### src/hw/rtl/cfse_pkg.sv
// Package: types, head codes and field constants for the float encoder.
`timescale 1ns / 1ps
package cfse_pkg;
  localparam logic [7:0] HEAD_HALF   = 8'hf9;
  localparam logic [7:0] HEAD_SINGLE = 8'hfa;
  localparam logic [7:0] HEAD_DOUBLE = 8'hfb;
  localparam logic [3:0] LEN_HALF    = 4'd2;
  localparam logic [3:0] LEN_SINGLE  = 4'd4;
  localparam logic [3:0] LEN_DOUBLE  = 4'd8;
  localparam logic [10:0] EXP_MAX    = 11'd2047;

  typedef struct packed {
    logic [7:0]  head_byte;
    logic [63:0] payload;
    logic [3:0]  payload_bytes;
    logic        not_finite;
  } result_t;
endpackage

### src/hw/rtl/cfse_if.sv
// Interfaces: input value channel and result channel.
`timescale 1ns / 1ps
interface cfse_in_if;
  logic        valid;
  logic        ready;
  logic [63:0] value_bits;
  modport source (output valid, output value_bits, input ready);
  modport sink (input valid, input value_bits, output ready);
endinterface

interface cfse_out_if;
  logic        valid;
  logic        ready;
  logic [7:0]  head_byte;
  logic [63:0] payload;
  logic [3:0]  payload_bytes;
  logic        not_finite;
  modport source (output valid, output head_byte, output payload, output payload_bytes,
                  output not_finite, input ready);
  modport sink (input valid, input head_byte, input payload, input payload_bytes,
                input not_finite, output ready);
endinterface

### src/hw/rtl/cfse_classify.sv
// Combinational classifier: picks the shortest exact float encoding, or flags a non-finite value.
`timescale 1ns / 1ps
module cfse_classify (
  input  logic [63:0]      value_bits,
  output cfse_pkg::result_t result
);
  import cfse_pkg::*;

  logic        sign;
  logic [10:0] efield;
  logic [51:0] frac;
  logic [52:0] sig;
  logic [5:0]  sh_half;
  logic [5:0]  sh_single;
  logic [52:0] mask_half;
  logic [52:0] mask_single;
  logic        in_half_norm, in_half_sub, in_single_norm, in_single_sub;
  logic        half_ok, single_ok;
  logic [52:0] sig_half, sig_single;

  assign sign   = value_bits[63];
  assign efield = value_bits[62:52];
  assign frac   = value_bits[51:0];
  assign sig    = {1'b1, frac};

  // Exponent windows on the biased field (bias 1023)
  assign in_half_norm   = (efield >= 11'd1009) && (efield <= 11'd1038);
  assign in_half_sub    = (efield >= 11'd999)  && (efield <= 11'd1008);
  assign in_single_norm = (efield >= 11'd897)  && (efield <= 11'd1150);
  assign in_single_sub  = (efield >= 11'd874)  && (efield <= 11'd896);

  // Shift: half sub 28-e = 1051-efield; single sub -e-97 = 926-efield
  assign sh_half   = 6'(11'd1051 - efield);
  assign sh_single = 6'(11'd926 - efield);
  assign mask_half   = ~(53'h1f_ffff_ffff_ffff << sh_half);
  assign mask_single = ~(53'h1f_ffff_ffff_ffff << sh_single);
  assign sig_half    = sig >> sh_half;
  assign sig_single  = sig >> sh_single;

  assign half_ok = (in_half_norm && frac[41:0] == '0) ||
                   (in_half_sub && (sig & mask_half) == '0);
  assign single_ok = (in_single_norm && frac[28:0] == '0) ||
                     (in_single_sub && (sig & mask_single) == '0);

  // Select the encoding
  always_comb begin
    result = '{head_byte: HEAD_DOUBLE, payload: value_bits,
               payload_bytes: LEN_DOUBLE, not_finite: 1'b0};
    if (efield == EXP_MAX) begin
      result = '{head_byte: 8'h00, payload: 64'h0, payload_bytes: 4'h0, not_finite: 1'b1};
    end else if (efield == '0) begin
      if (frac == '0) begin
        result.head_byte     = HEAD_HALF;
        result.payload       = {48'h0, sign, 15'h0};
        result.payload_bytes = LEN_HALF;
      end
    end else if (half_ok) begin
      result.head_byte     = HEAD_HALF;
      result.payload_bytes = LEN_HALF;
      if (in_half_norm) begin
        result.payload = {48'h0, sign, 5'(efield - 11'd1008), frac[51:42]};
      end else begin
        result.payload = {48'h0, sign, 5'h0, sig_half[9:0]};
      end
    end else if (single_ok) begin
      result.head_byte     = HEAD_SINGLE;
      result.payload_bytes = LEN_SINGLE;
      if (in_single_norm) begin
        result.payload = {32'h0, sign, 8'(efield - 11'd896), frac[51:29]};
      end else begin
        result.payload = {32'h0, sign, 8'h0, sig_single[22:0]};
      end
    end
  end
endmodule

### src/hw/rtl/cbor_float_shortest_encoder.sv
// Top level: CBOR shortest float encoder with input and result registers.
// Path: input register, then result register, from input transaction to result valid.
// Throughput: one transaction per cycle while the sink takes results; the classifier logic sets no extra wait.
// A full result register still accepts input when the sink takes the result.
// Reset: synchronous active-high rst clears both valid flags; payload is not reset.
`timescale 1ns / 1ps
module cbor_float_shortest_encoder (
  input  logic       clk,
  input  logic       rst,
  cfse_in_if.sink    in_ch,
  cfse_out_if.source out_ch
);
  import cfse_pkg::*;

  logic        in_valid;
  logic [63:0] in_bits;
  logic        out_valid;
  result_t     out_res;
  result_t     res_next;
  logic        adv_out;
  logic        adv_in;

  cfse_classify u_classify (.value_bits(in_bits), .result(res_next));

  assign adv_out      = !out_valid || out_ch.ready;
  assign adv_in       = !in_valid || adv_out;
  assign in_ch.ready  = adv_in;

  // Advance the input stage
  always_ff @(posedge clk) begin
    if (rst) begin
      in_valid <= 1'b0;
    end else if (adv_in) begin
      in_valid <= in_ch.valid;
    end
    if (adv_in && in_ch.valid) begin
      in_bits <= in_ch.value_bits;
    end
  end

  // Advance the result stage
  always_ff @(posedge clk) begin
    if (rst) begin
      out_valid <= 1'b0;
    end else if (adv_out) begin
      out_valid <= in_valid;
    end
    if (adv_out && in_valid) begin
      out_res <= res_next;
    end
  end

  assign out_ch.valid         = out_valid;
  assign out_ch.head_byte     = out_res.head_byte;
  assign out_ch.payload       = out_res.payload;
  assign out_ch.payload_bytes = out_res.payload_bytes;
  assign out_ch.not_finite    = out_res.not_finite;
endmodule

### src/flat_wrapper.sv
// flat-port wrapper written by rule: the top's interface ports become plain ports
module cbor_float_shortest_encoder_flat import cfse_pkg::*;
  (clk, rst, in_ch_valid, in_ch_value_bits, in_ch_ready, out_ch_valid, out_ch_head_byte, out_ch_payload, out_ch_payload_bytes, out_ch_not_finite, out_ch_ready);
  cfse_in_if in_ch_i ();
  cfse_out_if out_ch_i ();
  input  logic clk;
  input  logic rst;
  input wire logic [$bits(in_ch_i.valid)-1:0] in_ch_valid;
  input wire logic [$bits(in_ch_i.value_bits)-1:0] in_ch_value_bits;
  output wire logic [$bits(in_ch_i.ready)-1:0] in_ch_ready;
  output wire logic [$bits(out_ch_i.valid)-1:0] out_ch_valid;
  output wire logic [$bits(out_ch_i.head_byte)-1:0] out_ch_head_byte;
  output wire logic [$bits(out_ch_i.payload)-1:0] out_ch_payload;
  output wire logic [$bits(out_ch_i.payload_bytes)-1:0] out_ch_payload_bytes;
  output wire logic [$bits(out_ch_i.not_finite)-1:0] out_ch_not_finite;
  input wire logic [$bits(out_ch_i.ready)-1:0] out_ch_ready;
  assign in_ch_i.valid = in_ch_valid;
  assign in_ch_i.value_bits = in_ch_value_bits;
  assign in_ch_ready = in_ch_i.ready;
  assign out_ch_valid = out_ch_i.valid;
  assign out_ch_head_byte = out_ch_i.head_byte;
  assign out_ch_payload = out_ch_i.payload;
  assign out_ch_payload_bytes = out_ch_i.payload_bytes;
  assign out_ch_not_finite = out_ch_i.not_finite;
  assign out_ch_i.ready = out_ch_ready;
  cbor_float_shortest_encoder u_core (.clk(clk), .rst(rst), .in_ch(in_ch_i), .out_ch(out_ch_i));
endmodule
### config.mk
export PLATFORM = sky130hd
export DESIGN_NAME = cbor_float_shortest_encoder_flat
export DESIGN_NICKNAME = d
export VERILOG_FILES = /design/src/hw/rtl/cfse_pkg.sv /design/src/hw/rtl/cfse_if.sv /design/src/hw/rtl/cfse_classify.sv /design/src/hw/rtl/cbor_float_shortest_encoder.sv /design/src/flat_wrapper.sv
export SDC_FILE = /design/constraint.sdc
export NUM_CORES = 1
export LEC_CHECK = 0
export BUFFER_PORTS_ARGS = -buffer_cell sky130_fd_sc_hd__buf_2
export CAP_MARGIN = 20
export CORE_ASPECT_RATIO = 0.6
export CORE_MARGIN = 4
export CORE_UTILIZATION = 35
export DETAILED_ROUTE_END_ITERATION = 6
export PLACE_DENSITY_LB_ADDON = 0.05
export SLEW_MARGIN = 5
export SYNTH_ARGS = -nofsm -noshare
export SYNTH_HDL_FRONTEND = slang
export SYNTH_HIERARCHICAL = 1
export SYNTH_SLANG_ARGS = --single-unit
### constraint.sdc
create_clock -name clk -period 6.7 [get_ports clk]
set_input_delay 1.34 -clock clk [delete_from_list [all_inputs] [get_ports clk]]
set_output_delay 1.34 -clock clk [all_outputs]
set_load 0.05 [all_outputs]
### Word-level counts from Yosys, hierarchy flattened

Cells that the tools add are included.

| storage, ports and cells | value |
|---|---|
| word-level logic and storage cells | 57 |
| bits in registers | 143 |
| memories kept | 0 |
| output and inout port bits | 79 |
| bits in writable memories | 0 |
| bits in read-only memories | 0 |
| bits in latches | 0 |

| operators by class | value |
|---|---|
| $lt $le $gt $ge | 8 |
| divide/modulo/power cells | 0 |
| add/sub/neg operators | 4 |
| reduce and logical (&&, ||, !) cells | 22 |
| shift operators | 4 |
| equality and inequality tests | 1 |
| bitwise gates (word level) | 4 |
| multipliers | 0 |
| multiplexer cells | 7 |

Operator list:

| operator | number |
|---|---|
| $mux 70 | 2 |
| $and 53x53->53 | 2 |
| $logic_not 53->1 | 2 |
| $not 53->53 | 2 |
| $shl 53x6->53 const A | 2 |
| $mux 76 | 1 |
| $mux 69 | 1 |
| $shr 53x6->10 | 1 |
| $shr 53x6->23 | 1 |
| $logic_not 52->1 | 1 |
| $ge 11x10->1 const B | 4 |
| $logic_not 42->1 | 1 |
| $mux 31 | 1 |
| $logic_not 29->1 | 1 |
| $le 11x10->1 const B | 2 |
| $le 11x11->1 const B | 2 |
| $mux 15 | 1 |
| $sub 5x6->6 const A | 2 |
| $eq 11x11->1 const B | 1 |
| $logic_not 11->1 | 1 |
| $logic_and 1x1->1 | 10 |
| $sub 8x8->8 const B | 1 |
| $sub 5x5->5 const B | 1 |
| $logic_or 1x1->1 | 4 |
| other kinds (2) | 3 |

### Longest topological paths before layout

| logic depth | value |
|---|---|
| depth after elaboration | 10 |
| mapped depth | 17 |
| mapped depth without buffers | 12 |

### Hierarchy

Netlist, hierarchy kept.

Modules (own cells, without submodules):

| module | instances | sequential area each (um2) | area an instance (um2) | cells an instance |
|---|---|---|---|---|
| cfse_classify | 1 | 0.0 | 8,444.3 | 1,161 |
| cbor_float_shortest_encoder | 1 | 4,274.1 | 4,337.9 | 151 |

### Worst setup path before layout

OpenSTA, ideal clock, no wires.

| timing | value |
|---|---|
| path type | reg2reg |
| start | register u_core.in_bits[54] |
| end | register u_core.out_res, in the netlist u_core/out_ch.payload[21] (data pin) |
| stages on the path, launching flop included | 16 |
| path buffers | 5 |
| arrival time | 4.182 ns |
| setup slack | 2.261 ns |
| path through | edfxtp_1 -> buf_2 -> inv_1 -> clkbuf_1 -> clkbuf_1 -> ha_1 -> buf_4 -> and3b_1 -> o221ai_1 -> o21ai_1 -> or4_1 -> or4_4 -> o41ai_4 -> nor2_2 -> buf_4 -> a22o_1 |

| on the way | value |
|---|---|
| cells in the longest elaborated chain, start to end | 10 |
| elaborated cells on any way between the ends | 35 |
| classes of those cells | 2 x add/sub; 8 x order compare; 1 x eq/ne; 3 x shift; 4 x mux; 4 x bitwise; 13 x reduce/logical |

RTL lines:

| item | RTL line | text |
|---|---|---|
| start, declared | cbor_float_shortest_encoder.sv:16 | `logic [63:0] in_bits;` |
| start signal, assigned | cbor_float_shortest_encoder.sv:37 | `in_bits <= in_ch.value_bits;` |
| $sub 5x6->6 | cfse_classify.sv:34 | `assign sh_single = 6'(11'd926 - efield);` |
| $shl 53x6->53 | cfse_classify.sv:36 | `assign mask_single = ~(53'h1f_ffff_ffff_ffff << sh_single);` |
| $not 53->53 | cfse_classify.sv:36 |  |
| $and 53x53->53 | cfse_classify.sv:43 | `(in_single_sub && (sig & mask_single) == '0);` |
| $logic_not 53->1 | cfse_classify.sv:43 |  |
| $logic_and 1x1->1 | cfse_classify.sv:43 |  |
| $logic_or 1x1->1 | cfse_classify.sv:42 | `assign single_ok = (in_single_norm && frac[28:0] == '0) \|\|` |
| $mux 69 | cfse_classify.sv:65 | `end else if (single_ok) begin` |
| $mux 70 | cfse_classify.sv:57 | `end else if (half_ok) begin` |
| $mux 76 | cfse_classify.sv:51 | `end else if (efield == '0) begin` |
| end signal, assigned | cbor_float_shortest_encoder.sv:49 | `out_res <= res_next;` |
| end, declared | cbor_float_shortest_encoder.sv:18 | `result_t out_res;` |

Several ways; a longest one is shown, not always the timed one.
A chain may end at the register's enable or synchronous reset.

### Worst setup path after layout

| timing | value |
|---|---|
| start | register u_core.in_bits[52] |
| end | register u_core.out_res, in the netlist u_core/out_ch.payload[11] (data pin) |

The elaborated chain is that of the path after synthesis.

==> run metrics <==
nets 1463; Die Wd 255 um; routability congestion estimate from global placement 1.02; CTS Sinks 143; worst hold slack 0.492 ns; utilization of the core after routing 41.0%; run status completed; Max-cap violations 0; actual slew at the worst max-slew pin 1.15 ns; Synth Flop Type edfxtp_1; time the final worst path needs with I/O delays and setup 5.08 ns; number of pins exceeding their max-slew limit in the final report 0; via count of the first global-routing pass 11800; ratio of cells with drive above 1 in the final layout 27.3%; CP required 6.89 ns; CP Launch Type register; FMAX 197 MHz; FF+latch area 0.00427 sq mm; worst stage delay on the critical path 0.72 ns; type of element capturing the critical path register; data arrival time of the critical path 5.27 ns; routed via count 12500; CP max stage cell o41ai_1; Post-Synthesis Cells 1312; Avg Cell Area, Syn 9.74 sq um; detail-routed via count per cell 6.70; asr flop ratio synth 0%; I/O Buffers 146; final setup violating endpoints 0; cell chain of the critical path buf_12 > and3_1 > xnor2_4 > o41ai_1 > nand3_1 > or3_1 > nor4_1 > a31o_1 > buf_4 > mux2i_1 > o21ai_1; CORE AREA 0.0355 sq mm; Slew headroom 23.1%; Bufs on Longest Clock Path 2; minimum setup slack after placement 1.76 ns; clock root buffer clkbuf_16; # hold bufs at CTS 0; pin count of the biggest net entering global routing 107; least setup slack across all paths after layout 1.62 ns; highest ir drop seen on vdd 0.204 mV; final hold viol count 0; Initial DRC Count 2056; starting density of the core 36.0%; total gr overflow 0; unrepaired setup endpoints after global routing no; Seq cells post-synth 143; critical path type reg2reg; wire length per cell after detailed routing 32.8 um; number of nets with antenna violations after routing 0; Setup Fix Bufs, Post-CTS 0; Fin Setup TNS 0 ns; DRT Wirelength 61.0 mm; Std-Cell Rows 53; post-cts gate resize count 0; number of synthesized flops with an enable pin 141; worst skew pair latency 0.48 ns; leakage power figure 5.38 nW; crit path buf inv count 2; Detailed Place HPWL 41.2 mm; Clock H-tree levels 4; final cycle utilization of the critical path 75.8%; number of warnings issued by yosys 6; height of the die 156 um; count of unresolved DRC violations after routing 0; TritonCTS clock tree done; GR Util All Layers 30.3%; number of inserted filler cells in the final layout 3593; Power Dens Cells 219 mW/mm^2; combined area of the multi-input logic cells 0.00776 sq mm; number of placed I/O pins 147; class of the tightest hold or removal check reg2reg; synthesized area 0.0128 sq mm; number of antenna violations at the first check in global routing 1; count of distinct cell types in the synthesized netlist 89; router iterations before antenna repair 6; sequential-to-total area share from yosys stat 33.4%; maximum fanout along the worst path 106; antenna diode instance count 0; first-pass GRT wire length 87.0 mm; largest clock skew in the final design 0.0293 ns; total clock buffers created by CTS 17; cell family with most CP delay compound AO/OA/AOI/OAI gates; die footprint 0.0397 sq mm; growth of design area from synthesis to finish 13.9%; Clock Pin Slew Worst Setup and Hold Paths 0.08 ns
-- Yosys cell counts, types with 19 or more instances --
library cell    n  share of area (%)
nor2_1         86                2.5
o21ai_0        71                2.8
edfxtp_1      141                 33
buf_1          23               0.68
mux2_2         25                2.2
buf_2          22               0.86
a31oi_1        23                1.1
a21oi_1        68                2.7
o211ai_1       19                1.1
mux2i_1        84                6.6
and2_1         32                1.6
mux4_2         88                 16
a22o_1         22                1.5
a211oi_1       27                1.6
nand3_1        28                1.1
nor3_1         40                1.6
inv_1          22               0.65
nand2_1       149                4.4
clkbuf_1      101                3.0
nor4_1         21                1.0
-- cells in the final DEF (no fill, tap or decap), drive strengths merged, types with 5 or more instances in the layout --
master  count
a21oi      69
o21ai      74
o31a        5
and2       34
o22ai      15
clkinv     12
buf       208
nor4       21
edfxtp    141
clkbuf     17
mux2i      84
nor2b       7
mux4       88
ha         14
inv        30
o211ai     19
a221o       6
nor2       88
o31ai      12
or2         5
mux2       25
nand2     149
nand3      29
and3        6
a22o       22
a211oi     27
a31oi      23
nor3       42
nand4      11
nand2b      7
a221oi     12
a211o       5
-- layout make-up --
type,count,area share [%]
Tap cell,467,4.01
Multi-Input combinational cell,983,53.3
Clock inverter,15,1.30
Timing Repair Buffer,209,8.47
Clock buffer,17,2.92
Sequential cell,143,29.3
Inverter,27,0.696
-- cells by family after synthesis --
kind of cell / Yosys count / synth area share, %
fa+ha+maj: 14 / 1.37
buf+inv: 187 / 6.18
xor+xnor: 4 / 0.333
other cells: 1 / 0.0293
flops: 143 / 33.4
simple gates: 427 / 16.3
mux: 197 / 24.3
compound gates: 339 / 18.0
-- metrics by stage --
stage / power, mW / instances / instance area, sq um
after floorplan: 1.79 / 1313 / 12800
after global placement: 2.17 / 1828 / 13900
after detailed placement: 2.16 / 1828 / 13900
after CTS: 3.16 / 1860 / 14600
after global routing: 3.31 / 1861 / 14600
final: 3.19 / 1861 / 14600
-- per-layer routing --
metal / track usage (%) / wire length [um] / vias up
met5: 1.19 / 79 / -
met4: 8.25 / 1810 / 4
met3: 11.2 / 8580 / 170
met2: 42.2 / 24700 / 948
met1: 44.1 / 25800 / 6136
li1: - / - / 5215
-- report_power, final --
part / internal (mW) / switching [mW]
Clock: 0.507 / 0.497
Combinational: 0.376 / 0.711
Sequential: 1.04 / 0.0629
Total: 1.92 / 1.27
-- worst paths after layout --
kind	startpoint	to	slack, ns	depth (start not counted)
min	u_core/in_valid$_SDFFE_PP0P_	u_core/out_ch.valid$_SDFFE_PP0P_	0.49	2
min reg2reg	u_core/in_valid$_SDFFE_PP0P_	u_core/out_ch.valid$_SDFFE_PP0P_	0.49	2
max	u_core/in_bits[52]$_DFFE_PP_	u_core/out_ch.payload[11]$_DFFE_PP_	1.62	11
max reg2reg	u_core/in_bits[52]$_DFFE_PP_	u_core/out_ch.payload[11]$_DFFE_PP_	1.62	11
-- registers in the layout, summed over array words and instances, names as in the netlist --
name and count:
u_core/in_bits 64, u_core/in_valid 1, u_core/out_ch.head_byte 8, u_core/out_ch.not_finite 1, u_core/out_ch.payload 64, u_core/out_ch.payload_bytes 4
u_core/out_ch.valid 1
-- worst reg2reg max path, delay by kind of cell (launching register included) --
kind | cells | cell delay (ns)
multiplexers | 1 | 0.29
AO/OA/AOI/OAI | 3 | 1.50
flip-flops | 1 | 0.42
buffers and inverters | 2 | 0.85
XOR/XNOR | 1 | 0.30
AND/OR/NAND/NOR | 4 | 1.46
No activity file was read; power rests on OpenSTA's default activity.
